File: src/hdl/sal_pkg.sv
// ----------------------------------------------------------------------------
// Slot admission limiter package
// Shared types, command and status codes, and field widths.
// ----------------------------------------------------------------------------
package sal_pkg;

    localparam int CMD_W    = 3;
    localparam int ID_W     = 32;
    localparam int STATUS_W = 3;
    localparam int CNT_W    = 5;
    localparam int PCT_W    = 7;
    localparam int TOTAL_W  = 32;
    localparam int CFG_IDX_W = 2;
    localparam int CFG_DATA_W = 7;

    localparam int IN_DATA_W  = 40;
    localparam int OUT_DATA_W = 120;

    // Threshold arithmetic: product of max and percent, then a divide by 100
    // done as a multiply by a scaled reciprocal.
    localparam int PROD_W       = 12;
    localparam int THR_W        = 6;
    localparam int DIV100_MUL_W = 13;
    localparam int DIV100_SHIFT = 19;
    localparam logic [DIV100_MUL_W-1:0] DIV100_MUL = 13'd5243;

    localparam logic [CMD_W-1:0] CMD_ACQUIRE = 3'd0;
    localparam logic [CMD_W-1:0] CMD_RELEASE = 3'd1;
    localparam logic [CMD_W-1:0] CMD_QUERY   = 3'd2;
    localparam logic [CMD_W-1:0] CMD_CLEAR   = 3'd3;
    localparam logic [CMD_W-1:0] CMD_STATS   = 3'd4;

    localparam logic [STATUS_W-1:0] ST_OK        = 3'd0;
    localparam logic [STATUS_W-1:0] ST_HELD      = 3'd1;
    localparam logic [STATUS_W-1:0] ST_REJECTED  = 3'd2;
    localparam logic [STATUS_W-1:0] ST_NOT_FOUND = 3'd3;
    localparam logic [STATUS_W-1:0] ST_DONE      = 3'd4;

    localparam logic [CFG_IDX_W-1:0] CFG_MAX_SLOTS = 2'd0;
    localparam logic [CFG_IDX_W-1:0] CFG_HIGH_PCT  = 2'd1;
    localparam logic [CFG_IDX_W-1:0] CFG_LOW_PCT   = 2'd2;

    typedef enum logic [1:0] {
        FSM_IDLE,
        FSM_SCAN,
        FSM_DRAIN,
        FSM_APPLY
    } state_t;

endpackage

File: src/hdl/slot_admission_limiter_top.sv
// ----------------------------------------------------------------------------
// Slot admission limiter
// Holds a set of active IDs and admits, releases and queries them against a
// configurable limit, with watermark events and saturating statistics.
// ----------------------------------------------------------------------------
// Usage: a command transaction enters on the s_ channel and exactly one result
// transaction leaves on the m_ channel. The block takes one command at a time.
// After acceptance, the ID store is scanned one entry per cycle through a
// single registered read port and a single comparator. The result is
// registered as the block leaves its apply state, and the block is ready
// again from that same cycle on.
// The result sits in an output register; the next command is accepted while
// it still waits. If the receiver stalls, the following command finishes its
// scan and then waits before updating any state until the output register
// is free. Configuration writes on cfg_we/cfg_index/cfg_data take effect at
// once and must only be made while the block is idle.
// Reset empties the set, clears all counters and the watermark flag, and
// loads max_slots 10, high mark 80 percent and low mark 50 percent.
// ----------------------------------------------------------------------------
module slot_admission_limiter_top #(
    parameter int CAPACITY = 16,
    parameter int ID_BITS  = 32
) (
    input  logic                                clk,
    input  logic                                rst_n,
    // s_tdata fields from bit 0: command[2:0], publisher_id[31:0], zero pad.
    input  logic                                s_tvalid,
    output logic                                s_tready,
    input  logic [sal_pkg::IN_DATA_W-1:0]       s_tdata,
    // m_tdata fields from bit 0: status[2:0], is_member, high_mark_event,
    // low_mark_event, active_count[4:0], remaining_slots[4:0],
    // peak_count[4:0], acquire_total[31:0], release_total[31:0],
    // reject_total[31:0], zero pad.
    output logic                                m_tvalid,
    input  logic                                m_tready,
    output logic [sal_pkg::OUT_DATA_W-1:0]      m_tdata,
    input  logic                                cfg_we,
    input  logic [sal_pkg::CFG_IDX_W-1:0]       cfg_index,
    input  logic [sal_pkg::CFG_DATA_W-1:0]      cfg_data
);

    localparam int KEY_W = (ID_BITS < sal_pkg::ID_W) ? ID_BITS : sal_pkg::ID_W;
    localparam int IDX_W = (CAPACITY > 1) ? $clog2(CAPACITY) : 1;
    localparam int MUL_W = sal_pkg::PROD_W + sal_pkg::DIV100_MUL_W;
    localparam int CAP_LIM_I = (CAPACITY > 31) ? 31 : CAPACITY;
    localparam logic [sal_pkg::CNT_W-1:0] CAP_LIM = sal_pkg::CNT_W'(CAP_LIM_I);
    localparam logic [IDX_W-1:0] LAST_IDX = IDX_W'(CAPACITY - 1);
    localparam logic [sal_pkg::TOTAL_W-1:0] TOTAL_MAX = '1;

    sal_pkg::state_t state_reg, state_next;

    logic [KEY_W-1:0]             id_mem [CAPACITY];
    logic [KEY_W-1:0]             rdata_reg;
    logic                         mem_we;

    logic [IDX_W-1:0]             addr_reg, addr_next;
    logic                         cmp_vld_reg;
    logic [IDX_W-1:0]             cmp_idx_reg;
    logic [KEY_W-1:0]             key_reg;
    logic [sal_pkg::CMD_W-1:0]    cmd_reg;

    logic                         found_reg, found_next;
    logic [IDX_W-1:0]             found_idx_reg, found_idx_next;
    logic                         free_ok_reg, free_ok_next;
    logic [IDX_W-1:0]             free_idx_reg, free_idx_next;

    logic [CAPACITY-1:0]          valid_reg, valid_next;
    logic [sal_pkg::CNT_W-1:0]    count_reg, count_next;
    logic [sal_pkg::CNT_W-1:0]    peak_reg, peak_next;
    logic [sal_pkg::TOTAL_W-1:0]  acq_reg, acq_next;
    logic [sal_pkg::TOTAL_W-1:0]  rel_reg, rel_next;
    logic [sal_pkg::TOTAL_W-1:0]  rej_reg, rej_next;
    logic                         armed_reg, armed_next;

    logic                         m_valid_reg, m_valid_next;
    logic [sal_pkg::STATUS_W-1:0] status_reg, status_next;
    logic                         member_reg, member_next;
    logic                         hi_reg, hi_next;
    logic                         lo_reg, lo_next;

    logic [sal_pkg::CNT_W-1:0]    max_slots_reg;
    logic [sal_pkg::PCT_W-1:0]    high_pct_reg;
    logic [sal_pkg::PCT_W-1:0]    low_pct_reg;
    logic [sal_pkg::PROD_W-1:0]   high_prod_reg, low_prod_reg;
    logic [sal_pkg::THR_W-1:0]    high_thr_reg, low_thr_reg;
    logic [MUL_W-1:0]             high_mul, low_mul;

    logic [sal_pkg::CNT_W-1:0]    max_nz;
    logic [sal_pkg::CNT_W-1:0]    emax;
    logic [sal_pkg::CNT_W-1:0]    remaining;
    logic                         hit;

    logic                         mark_en;
    logic [sal_pkg::THR_W-1:0]    mark_prev, mark_cur;
    logic                         arm_mid;

    function automatic logic [sal_pkg::TOTAL_W-1:0] sat_inc(
        input logic [sal_pkg::TOTAL_W-1:0] v
    );
        return (v == TOTAL_MAX) ? v : v + sal_pkg::TOTAL_W'(1);
    endfunction

    // Effective limit and watermark thresholds.
    assign max_nz = (max_slots_reg == '0) ? sal_pkg::CNT_W'(1) : max_slots_reg;
    assign emax   = (max_nz > CAP_LIM) ? CAP_LIM : max_nz;
    assign remaining = (emax > count_reg) ? emax - count_reg : '0;

    assign high_mul = MUL_W'(high_prod_reg) * MUL_W'(sal_pkg::DIV100_MUL);
    assign low_mul  = MUL_W'(low_prod_reg) * MUL_W'(sal_pkg::DIV100_MUL);

    always_ff @(posedge clk or negedge rst_n)
    begin
        if (!rst_n)
        begin
            max_slots_reg <= sal_pkg::CNT_W'(10);
            high_pct_reg  <= sal_pkg::PCT_W'(80);
            low_pct_reg   <= sal_pkg::PCT_W'(50);
        end
        else if (cfg_we)
        begin
            case (cfg_index)
                sal_pkg::CFG_MAX_SLOTS: max_slots_reg <= cfg_data[sal_pkg::CNT_W-1:0];
                sal_pkg::CFG_HIGH_PCT:  high_pct_reg  <= cfg_data;
                sal_pkg::CFG_LOW_PCT:   low_pct_reg   <= cfg_data;
                default:                ;
            endcase
        end
    end

    always_ff @(posedge clk)
    begin
        high_prod_reg <= sal_pkg::PROD_W'(emax) * sal_pkg::PROD_W'(high_pct_reg);
        low_prod_reg  <= sal_pkg::PROD_W'(emax) * sal_pkg::PROD_W'(low_pct_reg);
        high_thr_reg  <= high_mul[sal_pkg::DIV100_SHIFT +: sal_pkg::THR_W];
        low_thr_reg   <= low_mul[sal_pkg::DIV100_SHIFT +: sal_pkg::THR_W];
    end

    // ID store: one write port, one registered read port.
    always_ff @(posedge clk)
    begin
        if (mem_we)
        begin
            id_mem[free_idx_reg] <= key_reg;
        end
        rdata_reg <= id_mem[addr_reg];
    end

    always_ff @(posedge clk)
    begin
        cmp_idx_reg <= addr_reg;
        if (s_tvalid && s_tready)
        begin
            key_reg <= s_tdata[sal_pkg::CMD_W +: KEY_W];
            cmd_reg <= s_tdata[sal_pkg::CMD_W-1:0];
        end
    end

    assign hit = cmp_vld_reg && valid_reg[cmp_idx_reg] && (rdata_reg == key_reg);

    always_ff @(posedge clk or negedge rst_n)
    begin
        if (!rst_n)
        begin
            state_reg     <= sal_pkg::FSM_IDLE;
            addr_reg      <= '0;
            cmp_vld_reg   <= 1'b0;
            found_reg     <= 1'b0;
            found_idx_reg <= '0;
            free_ok_reg   <= 1'b0;
            free_idx_reg  <= '0;
            valid_reg     <= '0;
            count_reg     <= '0;
            peak_reg      <= '0;
            acq_reg       <= '0;
            rel_reg       <= '0;
            rej_reg       <= '0;
            armed_reg     <= 1'b0;
            m_valid_reg   <= 1'b0;
            status_reg    <= '0;
            member_reg    <= 1'b0;
            hi_reg        <= 1'b0;
            lo_reg        <= 1'b0;
        end
        else
        begin
            state_reg     <= state_next;
            addr_reg      <= addr_next;
            cmp_vld_reg   <= (state_reg == sal_pkg::FSM_SCAN);
            found_reg     <= found_next;
            found_idx_reg <= found_idx_next;
            free_ok_reg   <= free_ok_next;
            free_idx_reg  <= free_idx_next;
            valid_reg     <= valid_next;
            count_reg     <= count_next;
            peak_reg      <= peak_next;
            acq_reg       <= acq_next;
            rel_reg       <= rel_next;
            rej_reg       <= rej_next;
            armed_reg     <= armed_next;
            m_valid_reg   <= m_valid_next;
            status_reg    <= status_next;
            member_reg    <= member_next;
            hi_reg        <= hi_next;
            lo_reg        <= lo_next;
        end
    end

    always_comb
    begin
        state_next     = state_reg;
        addr_next      = addr_reg;
        found_next     = found_reg;
        found_idx_next = found_idx_reg;
        free_ok_next   = free_ok_reg;
        free_idx_next  = free_idx_reg;
        valid_next     = valid_reg;
        count_next     = count_reg;
        peak_next      = peak_reg;
        acq_next       = acq_reg;
        rel_next       = rel_reg;
        rej_next       = rej_reg;
        armed_next     = armed_reg;
        m_valid_next   = m_valid_reg && !m_tready;
        status_next    = status_reg;
        member_next    = member_reg;
        hi_next        = hi_reg;
        lo_next        = lo_reg;
        mem_we         = 1'b0;
        mark_en        = 1'b0;
        mark_prev      = '0;
        mark_cur       = '0;
        arm_mid        = armed_reg;

        // Compare stage runs in the cycle after the read address.
        if (hit && !found_reg)
        begin
            found_next     = 1'b1;
            found_idx_next = cmp_idx_reg;
        end
        if (cmp_vld_reg && !valid_reg[cmp_idx_reg] && !free_ok_reg)
        begin
            free_ok_next  = 1'b1;
            free_idx_next = cmp_idx_reg;
        end

        case (state_reg)
            sal_pkg::FSM_IDLE:
            begin
                if (s_tvalid)
                begin
                    state_next   = sal_pkg::FSM_SCAN;
                    addr_next    = '0;
                    found_next   = 1'b0;
                    free_ok_next = 1'b0;
                end
            end
            sal_pkg::FSM_SCAN:
            begin
                if (addr_reg == LAST_IDX)
                begin
                    state_next = sal_pkg::FSM_DRAIN;
                end
                else
                begin
                    addr_next = addr_reg + IDX_W'(1);
                end
            end
            sal_pkg::FSM_DRAIN:
            begin
                state_next = sal_pkg::FSM_APPLY;
            end
            sal_pkg::FSM_APPLY:
            begin
                if (!m_valid_reg || m_tready)
                begin
                    state_next   = sal_pkg::FSM_IDLE;
                    m_valid_next = 1'b1;
                    hi_next      = 1'b0;
                    lo_next      = 1'b0;
                    member_next  = found_reg;
                    status_next  = sal_pkg::ST_DONE;
                    case (cmd_reg)
                        sal_pkg::CMD_ACQUIRE:
                        begin
                            if (found_reg)
                            begin
                                status_next = sal_pkg::ST_HELD;
                            end
                            else if (count_reg >= emax)
                            begin
                                rej_next    = sat_inc(rej_reg);
                                status_next = sal_pkg::ST_REJECTED;
                            end
                            else
                            begin
                                valid_next[free_idx_reg] = 1'b1;
                                mem_we      = 1'b1;
                                count_next  = count_reg + sal_pkg::CNT_W'(1);
                                acq_next    = sat_inc(acq_reg);
                                if (count_next > peak_reg)
                                begin
                                    peak_next = count_next;
                                end
                                mark_en     = 1'b1;
                                member_next = 1'b1;
                                status_next = sal_pkg::ST_OK;
                            end
                        end
                        sal_pkg::CMD_RELEASE:
                        begin
                            member_next = 1'b0;
                            if (found_reg)
                            begin
                                valid_next[found_idx_reg] = 1'b0;
                                count_next  = count_reg - sal_pkg::CNT_W'(1);
                                rel_next    = sat_inc(rel_reg);
                                mark_en     = 1'b1;
                                status_next = sal_pkg::ST_OK;
                            end
                            else
                            begin
                                status_next = sal_pkg::ST_NOT_FOUND;
                            end
                        end
                        sal_pkg::CMD_QUERY:
                        begin
                            status_next = found_reg ? sal_pkg::ST_OK : sal_pkg::ST_NOT_FOUND;
                        end
                        sal_pkg::CMD_CLEAR:
                        begin
                            valid_next  = '0;
                            count_next  = '0;
                            armed_next  = 1'b0;
                            member_next = 1'b0;
                        end
                        sal_pkg::CMD_STATS:
                        begin
                            peak_next = count_reg;
                            acq_next  = '0;
                            rel_next  = '0;
                            rej_next  = '0;
                        end
                        default:
                        begin
                        end
                    endcase

                    // Hysteresis: the high check goes first, the low check sees its result.
                    if (mark_en)
                    begin
                        mark_prev = {1'b0, count_reg};
                        mark_cur  = {1'b0, count_next};
                        hi_next   = !armed_reg && (mark_cur >= high_thr_reg)
                                    && (mark_prev < high_thr_reg);
                        arm_mid   = armed_reg || hi_next;
                        lo_next   = arm_mid && (mark_cur <= low_thr_reg)
                                    && (mark_prev > low_thr_reg);
                        armed_next = arm_mid && !lo_next;
                    end
                end
            end
            default:
            begin
                state_next = sal_pkg::FSM_IDLE;
            end
        endcase
    end

    assign s_tready = (state_reg == sal_pkg::FSM_IDLE);
    assign m_tvalid = m_valid_reg;
    assign m_tdata  = {3'b000, rej_reg, rel_reg, acq_reg, peak_reg, remaining, count_reg,
                       lo_reg, hi_reg, member_reg, status_reg};

endmodule

File: config.mk
export PLATFORM = sky130hd
export DESIGN_NAME = slot_admission_limiter_top
export DESIGN_NICKNAME = d
export VERILOG_FILES = /design/src/hdl/sal_pkg.sv /design/src/hdl/slot_admission_limiter_top.sv
export SDC_FILE = /design/constraint.sdc
export NUM_CORES = 1
export LEC_CHECK = 0
export ABC_AREA = 1
export ABC_CLOCK_PERIOD_IN_PS = 15500
export BUFFER_PORTS_ARGS = -buffer_cell sky130_fd_sc_hd__buf_2
export CORE_ASPECT_RATIO = 1.25
export CORE_MARGIN = 1
export CORE_UTILIZATION = 60
export DETAILED_ROUTE_END_ITERATION = 10
export PLACE_DENSITY = 0.81
export SYNTH_ARGS = -nofsm -noshare
export SYNTH_HDL_FRONTEND = slang
export SYNTH_SLANG_ARGS = --single-unit
export TNS_END_PERCENT = 50
File: constraint.sdc
create_clock -name clk -period 15.5 [get_ports clk]
set_input_delay 1.55 -clock clk [delete_from_list [all_inputs] [get_ports clk]]
set_output_delay 1.55 -clock clk [all_outputs]
set_load 0.05 [all_outputs]
Word-level counts from Yosys, hierarchy flattened --
Memories as Yosys holds them, arrays and structs flattened. A register that Yosys moved wholly into a read port is not among the register bits. Cells that the tools add are included.
Word-level totals: register bits 241, memory bits (writable) 512, input bits 54, output and inout port bits 122, logic and storage cells 199, memories 1
Memories:
- id_mem | words 16, width 32, read ports 1, clocked after Yosys merged registers in 1, wr ports 1, line slot_admission_limiter_top.sv:52 | logic [KEY_W-1:0] id_mem [CAPACITY];
Cells by class: add/sub/neg operators 7, multipliers 4, magnitude comparators 13, equal/unequal tests 26, muxes and demuxes 70, bitwise logic cells 3, reductions and logical operators 46
Operator list (number):
- $mux 32 | 8
- $pmux 32 s2 | 3
- $add 32x1->32 const B | 3
- $eq 32x32->1 const B | 3
- $mux 5 | 11
- $mul 12x13->25 const B | 2
- $mux 16 | 3
- $pmux 16 s3 | 1
- $eq 32x32->1 | 1
- $mux 1 | 26
- $mul 5x7->12 | 2
- $reduce_and 6->1 | 4
- $ne 2x2->1 const B | 11
- $and 16x16->16 | 1
- $not 16->16 | 1
- $or 16x16->16 | 1
- $lt 4x5->1 const B | 3
- $pmux 5 s3 | 1
- $logic_and 1x1->1 | 14
- $mux 2 | 6
- $gt 5x5->1 | 2
- $pmux 5 s2 | 1
- $reduce_and 3->1 | 3
- $demux 1 s4 | 2
- other kinds (34) | 56

Depth between registers and ports, before layout --
Gate-level depths: netlist (run 1).
depth in word-level cells 19, depth in mapped cells 29, mapped depth without buffers 28

Worst setup path before layout (run 1) --
OpenSTA, ideal clock, no wires.
kind register -> register, start reg count_reg[2] (netlist bit), end mem id_mem[10][0] (netlist bit) (enable), arrival time 4561 ps, slack 10478 ps, cell stages (with the launch flop) 13, buffers on the path 2, period minus slack after synthesis 5022 ps, cells stage by stage dfrtp_1 -> clkbuf_1 -> inv_1 -> ha_1 -> nand2_1 -> nor2_1 -> nand2_1 -> nand3_2 -> nand2_2 -> nor2_1 -> nand3_2 -> buf_2 -> nor3_1
Between the ends: longest elaborated chain between the ends 8
RTL lines:
- from (decl) | line slot_admission_limiter_top.sv:68 | logic [sal_pkg::CNT_W-1:0] count_reg, count_next;
- from (signal assigned) | line slot_admission_limiter_top.sv:194 | count_reg <= count_next;
- $ge 5x5->1 | line slot_admission_limiter_top.sv:289 | else if (count_reg >= emax)
- $mux 1 | line slot_admission_limiter_top.sv:289
- $mux 1 | line slot_admission_limiter_top.sv:285 | if (found_reg)
- $mux 1 | line slot_admission_limiter_top.sv:282 | case (cmd_reg)
- $mux 1 | line slot_admission_limiter_top.sv:274 | if (!m_valid_reg || m_tready)
- $mux 1 | line slot_admission_limiter_top.sv:246 | case (state_reg)
- $mux 1 | line slot_admission_limiter_top.sv:141 | if (mem_we)
- $mux 1 (implied by the code) | line slot_admission_limiter_top.sv:143 | id_mem[free_idx_reg] <= key_reg;
- to (decl) | line slot_admission_limiter_top.sv:52
Every way passes these cells.

Final worst setup path (run 1) --
start reg max_slots_reg[4] (netlist bit), end out m_tdata[13] (netlist bit)
Between the ends: longest elaborated chain between the ends 6, elaborated cells between the ends (all ways) 7, classes of those cells add/sub: 1; order compare: 2; mux: 3; reduce/logical: 1
RTL lines:
- from (decl) | line slot_admission_limiter_top.sv:81 | logic [sal_pkg::CNT_W-1:0] max_slots_reg;
- from (signal assigned) | line slot_admission_limiter_top.sv:115 | max_slots_reg <= sal_pkg::CNT_W'(10);
- from (signal assigned) | line slot_admission_limiter_top.sv:122 | sal_pkg::CFG_MAX_SLOTS: max_slots_reg <= cfg_data[sal_pkg::CNT_W-1:0];
- $logic_not 5->1 | line slot_admission_limiter_top.sv:104 | assign max_nz = (max_slots_reg == '0) ? sal_pkg::CNT_W'(1) : max_slots_reg;
- $mux 5 * | line slot_admission_limiter_top.sv:104
- $gt 5x5->1 | line slot_admission_limiter_top.sv:105 | assign emax = (max_nz > CAP_LIM) ? CAP_LIM : max_nz;
- $mux 5 * | line slot_admission_limiter_top.sv:105
- $sub 5x5->5 / $gt 5x5->1 (equally long branches) | line slot_admission_limiter_top.sv:106 | assign remaining = (emax > count_reg) ? emax - count_reg : '0;
- $mux 5 * | line slot_admission_limiter_top.sv:106
- to (decl) | line slot_admission_limiter_top.sv:36 | output logic [sal_pkg::OUT_DATA_W-1:0] m_tdata,
Mark *: on every way between the ends. The rest lies on a longest branch, timed or not.

==> results_dict.tcl, run 1 <==
set metrics [dict create \
    status "finished clean" \
    vias 31800 \
    cts_buffers 77 \
    final.setup.tns_ps 0 \
    ant_nets 0 \
    cpMostUsedCell "nand2_1" \
    max-cap-violations 0 \
    portBuffers 167 \
    critical_path_peak_fanout 19 \
    first_global_vias 31200 \
    cts_tree "built" \
    netlist_top_cells_area "edfxtp_1, dfrtp_1, nand2_1" \
    leakage_nw 20.0 \
    clock_path_buffers 3 \
    viasPerCell 5.81 \
    regArea_um2 22000 \
    critPathLaunchType "register" \
    setup_ws_ps 10060 \
    synth_cell_types 53 \
    top_register "id_mem" \
    synth-edff-count 547 \
    worstSkewPairLatency_ps 650 \
    placed_cells 5336 \
    root_buffer "clkbuf_16" \
    synth_area_um2 42100 \
    synthToLayoutAreaGrowth_pct 10.5 \
    min_period_ps 5440 \
    gr-total-overflow 0 \
    skew_ps 51.0 \
    rsz0062_at_grt "false" \
    finalCritPeriodShare_pct 35.1 \
    synth_ff_type "edfxtp_1" \
    antenna_found_initial 4 \
    async_reset_ff_share_pct 21.1 \
    ys_seq_elements 785 \
    ctsResizeCount 0 \
    grt_util_all_layers_pct 29.5 \
    dieArea_um2 71200 \
    crit_buf_inv 2 \
    drt_iter0_drc 3287 \
    yosys_warnings 0 \
    gp_congestion 0.937 \
    postSynthCellCount 4350 \
    grt_max_degree 220 \
    hold_class "register to register" \
    worst_ep_required_time_ps 13950 \
    yosysTopAreaCell "edfxtp_1" \
    die_w_um 239 \
    finalSetupViolCount 0 \
    core_area_um2 69500 \
    grt_pass1_wl_mm 164 \
    worstSetupPathType "register to output port" \
    crit_slowest_cell "dfrtp_1" \
    cp.depth 11 \
    yosys.cell_count.top_type "nand2_1" \
    crit_chain "nand2_1 -> nand2_1 -> inv_1 -> ha_1 -> nand2_1 -> nor2_1 -> nand2_1 -> nand3_2 -> nand2_2 -> nor3b_1 -> buf_2" \
    worst_ep_arrival_time_ps 3890 \
    io_pins 176 \
    rows 108 \
    stdcell_count 5483 \
    end_kind "output port" \
    synth_commonest_cells "nand2_1, edfxtp_1, inv_1" \
    fillers 5286 \
    die-height_um 298 \
    path_delay_family "simple AND/OR/NAND/NOR gates" \
    irDropWorstVdd_v 0.000283 \
    wl_mm 105 \
    maxSlewHeadroom_pct 28.2 \
    final_layout_size_suffix_gt1_share_pct 9.94 \
    cts-hold-fix-buffers 0 \
    yosysTopAreaCellShare_pct 39.0 \
    finalHoldViolCount 0 \
    cts.sinks 785 \
    htree_levels 3 \
    wl_per_cell_um 19.1 \
    r2r_cells 13 \
    fin_nets 4896 \
    holdPathStages 2 \
    power.density_nw_per_um2 210 \
    max_freq_mhz 184 \
    worst_pin_slew_ps 1070 \
    path_clk_slew_ps 70 \
    cts_setup_buffers 0 \
    start_util_pct 60.6 \
    avgSynthCellArea_um2 9.68 \
    hpwlAfterDp_mm 65.4 \
    pre_cts_slack_ps 10290 \
    synth_seq_area_share_pct 52.3 \
    drtPass1Iterations 5 \
    drc 0 \
    crit_path_max_incr_delay_ps 850 \
    rrSetupSlack_ps 10150 \
    drv_slew 0 \
    largest_reg_flops 512 \
    hold_ws_ps 482 \
    multi_input_area_um2 17600 \
]
==> layer usage <==
metal	vias to the layer above	track usage (%)	share of wire [%]
met5	-	0	0.012
met4	2	14.9	4.6
met3	319	4.21	7.9
met2	1399	50.3	50
met1	15200	36.5	38
li1	15000	-	-
==> layout by cell type, fill, tap and decap left out, drive strengths merged, types with 2 or more instances in the layout <==
| cell | n |
|---|---|
| nand2 | 967 |
| edfxtp | 547 |
| inv | 502 |
| nor2 | 433 |
| o21ai | 368 |
| nand3 | 260 |
| ha | 239 |
| buf | 202 |
| dfrtp | 159 |
| a21oi | 142 |
| fa | 123 |
| clkbuf | 99 |
| dfxtp | 72 |
| nand4 | 65 |
| nor3 | 60 |
| o22ai | 52 |
| xor2 | 49 |
| a221oi | 35 |
| clkinv | 32 |
| o221ai | 19 |
| a21o | 17 |
| xnor2 | 17 |
| or2 | 16 |
| a31oi | 12 |
| o221a | 9 |
| bufinv | 8 |
| dfstp | 7 |
| a21boi | 6 |
| o21a | 5 |
| o211ai | 4 |
| diode | 3 |
| o21bai | 3 |
| conb | 3 |
| clkinvlp | 3 |
| o2111ai | 2 |
| nor3b | 2 |
| nand3b | 2 |
==> through the flow <==
stage | util (%) | total power [mW] | area, µm²
floorplan | - | 6.45 | 42100
global placement | 63.1 | 7.64 | 43800
detailed placement | 63.1 | 7.80 | 43800
CTS | 66.9 | 9.80 | 46500
global route | 66.9 | 10.6 | 46500
finish | 67.0 | 9.79 | 46500
==> worst min-delay path: stages (launching register included) <==
cell and delay, ps:
dfrtp_1 340, nand2_1 50, o21ai_0 60
==> layout make-up <==
| cell class | instances | area share, % |
|---|---|---|
| Sequential cell | 785 | 47.4 |
| Timing Repair Buffer | 202 | 2.40 |
| Multi-Input combinational cell | 2914 | 37.8 |
| Inverter | 500 | 4.05 |
| Tap cell | 935 | 2.52 |
| Antenna cell | 3 | 0.0161 |
| Clock inverter | 45 | 1.17 |
| Clock buffer | 99 | 4.62 |
==> power by group <==
group | total (mW) | leakage [nW] | internal (mW) | switching [mW]
Sequential | 2.73 | 7.72 | 2.47 | 0.257
Combinational | 5.10 | 11.0 | 1.79 | 3.32
Clock | 1.96 | 1.33 | 1.13 | 0.826
==> worst paths after layout <==
check | startpoint | endpoint
min in group asynchronous | rst_n | rel_reg[29]$_DFFE_PN0P_
min | hi_reg$_DFFE_PN0P_ | hi_reg$_DFFE_PN0P_
max reg2reg | max_slots_reg[4]$_DFFE_PN0P_ | id_mem[15][18]$_DFFE_PP_
max | max_slots_reg[4]$_DFFE_PN0P_ | m_tdata[13]
max in group asynchronous | rst_n | count_reg[2]$_DFFE_PN0P_
min reg2reg | hi_reg$_DFFE_PN0P_ | hi_reg$_DFFE_PN0P_
==> kinds of logic after synthesis <==
| family | Yosys count | synth area share, % |
|---|---|---|
| adder cells (fa/ha/maj) | 362 | 13.0 |
| flip-flops | 785 | 52.3 |
| AND/OR/NAND/NOR | 1806 | 17.8 |
| AO/OA/AOI/OAI | 677 | 9.40 |
| XOR/XNOR | 66 | 1.37 |
| buffers and inverters | 653 | 6.12 |
| other | 1 | 0.00891 |
Note: power is estimated with default switching activity, not from simulation.
==> run 2, diff against run 1 <==
ABC_CLOCK_PERIOD_IN_PS = 4780   (was 15500)
CORE_UTILIZATION = 57   (was 60)
PLACE_DENSITY = 0.8   (was 0.81)
clock period = 4.78 ns   (was 15.5 ns; I/O delays follow)
==> results_dict.tcl, run 2 (synthesis results as in run 1) <==
set metrics [dict create \
    start_util_pct 57.5 \
    rsz0062_at_grt "false" \
    hpwlAfterDp_mm 67.2 \
    core_area_um2 73200 \
    fin_nets 4934 \
    grt_max_degree 135 \
    cts.sinks 785 \
    crit_chain "fa_1 -> inv_1 -> fa_1 -> inv_1 -> fa_1 -> fa_1 -> fa_1 -> ha_1 -> a21oi_1 -> a21boi_0 -> nand2_1 -> nand2_1 -> nand3_1 -> xor2_1" \
    worstSetupPathType "register to register" \
    pre_cts_slack_ps 245 \
    finalSetupViolCount 0 \
    top_register "id_mem" \
    path_clk_slew_ps 70 \
    viasPerCell 5.78 \
    antenna_found_initial 2 \
    stdcell_count 5547 \
    drv_slew 0 \
    final_common_cell "nand2_1" \
    fillers 5594 \
    die_w_um 245 \
    hold_ws_ps 31.3 \
    gr-total-overflow 0 \
    placed_cells 5377 \
    final_layout_size_suffix_gt1_share_pct 9.84 \
    skew_ps 35.0 \
    ant_nets 0 \
    wl_mm 105 \
    cpMostUsedCell "fa_1" \
    worstSkewPairLatency_ps 650 \
    min_period_ps 4550 \
    crit_slowest_cell "fa_1" \
    end_kind "register" \
    cts_buffers 79 \
    finalCritPeriodShare_pct 95.3 \
    worst_ep_required_time_ps 5310 \
    clock_path_buffers 3 \
    gp_congestion 0.917 \
    max_freq_mhz 220 \
    finalHoldViolCount 0 \
    crit_buf_inv 2 \
    first_global_vias 31300 \
    max-cap-violations 0 \
    leakage_nw 20.2 \
    wl_per_cell_um 19.0 \
    irDropWorstVdd_v 0.00133 \
    cts_setup_buffers 0 \
    htree_levels 3 \
    layout_common_cells "nand2_1, edfxtp_1, inv_1, nor2_1, o21ai_0" \
    path_delay_family "adder cells" \
    grt_util_all_layers_pct 28.4 \
    final_util_pct 64.1 \
    dieArea_um2 75000 \
    maxSlewHeadroom_pct 23.3 \
    portBuffers 167 \
    cts_tree "built" \
    grt_pass1_wl_mm 166 \
    drt_iter0_drc 2975 \
    root_buffer "clkbuf_16" \
    crit_path_max_incr_delay_ps 600 \
    worst_pin_slew_ps 1150 \
    power.density_nw_per_um2 670 \
    final.setup.tns_ps 0 \
    synthToLayoutAreaGrowth_pct 11.5 \
    status "finished clean" \
    largest_reg_flops 512 \
    vias 32100 \
    critical_path_peak_fanout 5 \
    drc 0 \
    setup_ws_ps 226 \
    rows 111 \
    hold_class "input port to register" \
    io_pins 176 \
    drtPass1Iterations 6 \
    worst_ep_arrival_time_ps 5080 \
    critPathLaunchType "register" \
    die-height_um 306 \
]
## run 2: repair_timing
item / in CTS / in global routing
hold buffers: 20 / 0
endpoints found under the hold margin: 44 / 0
resized for setup: 0 / 0
## run 2: power breakdown
part | switching [mW] | total, mW | internal (mW)
combinational | 10.6 | 16.3 | 5.69
sequential | 0.830 | 8.85 | 8.02
clock | 2.65 | 6.32 | 3.67
total | 14.1 | 31.5 | 17.4
## run 2: stage by stage
stage | power [mW] | instance area, µm²
after floorplan | 20.9 | 42100
after global routing | 34.4 | 46900
final | 31.5 | 46900
after global placement | 24.6 | 44100
after CTS | 31.5 | 46900
after detailed placement | 25.1 | 44100
## run 2: path summary, 6_finish.rpt
| path | from | endpoint | slack, ps | cells after the start |
|---|---|---|---|---|
| max in group asynchronous | rst_n | addr_reg[0]$_DFFE_PN0P_ | 3280 | 3 |
| setup / recovery | high_prod_reg[9]$_DFF_P_ | high_thr_reg[4]$_DFF_P_ | 230 | 14 |
| hold / removal | s_tdata[11] | key_reg[8]$_DFFE_PP_ | 30 | 1 |
| setup reg to reg | high_prod_reg[9]$_DFF_P_ | high_thr_reg[4]$_DFF_P_ | 230 | 14 |
| min in group asynchronous | rst_n | count_reg[1]$_DFFE_PN0P_ | 330 | 2 |
| hold reg to reg | free_ok_reg$_DFF_PN0_ | free_ok_reg$_DFF_PN0_ | 490 | 1 |
## run 2: routing by layer
metal	global-route usage, %	wire [µm]	vias up
met5	0	0	-
met1	34.3	39700	15300
met3	4.26	8100	321
li1	-	-	15000
met4	13.3	4590	0
met2	49.5	53100	1409
## run 2: cell type report
cell class	instances	area, µm²	share of cell area, %
antenna	2	5.00	0.0107
clock buffer	111	2190	4.67
clock inverter	37	439	0.936
inverter	500	1880	4.01
multi-input combinational	2914	17600	37.5
sequential	785	22000	46.9
tap	960	1200	2.56
timing repair buffer	238	1590	3.38
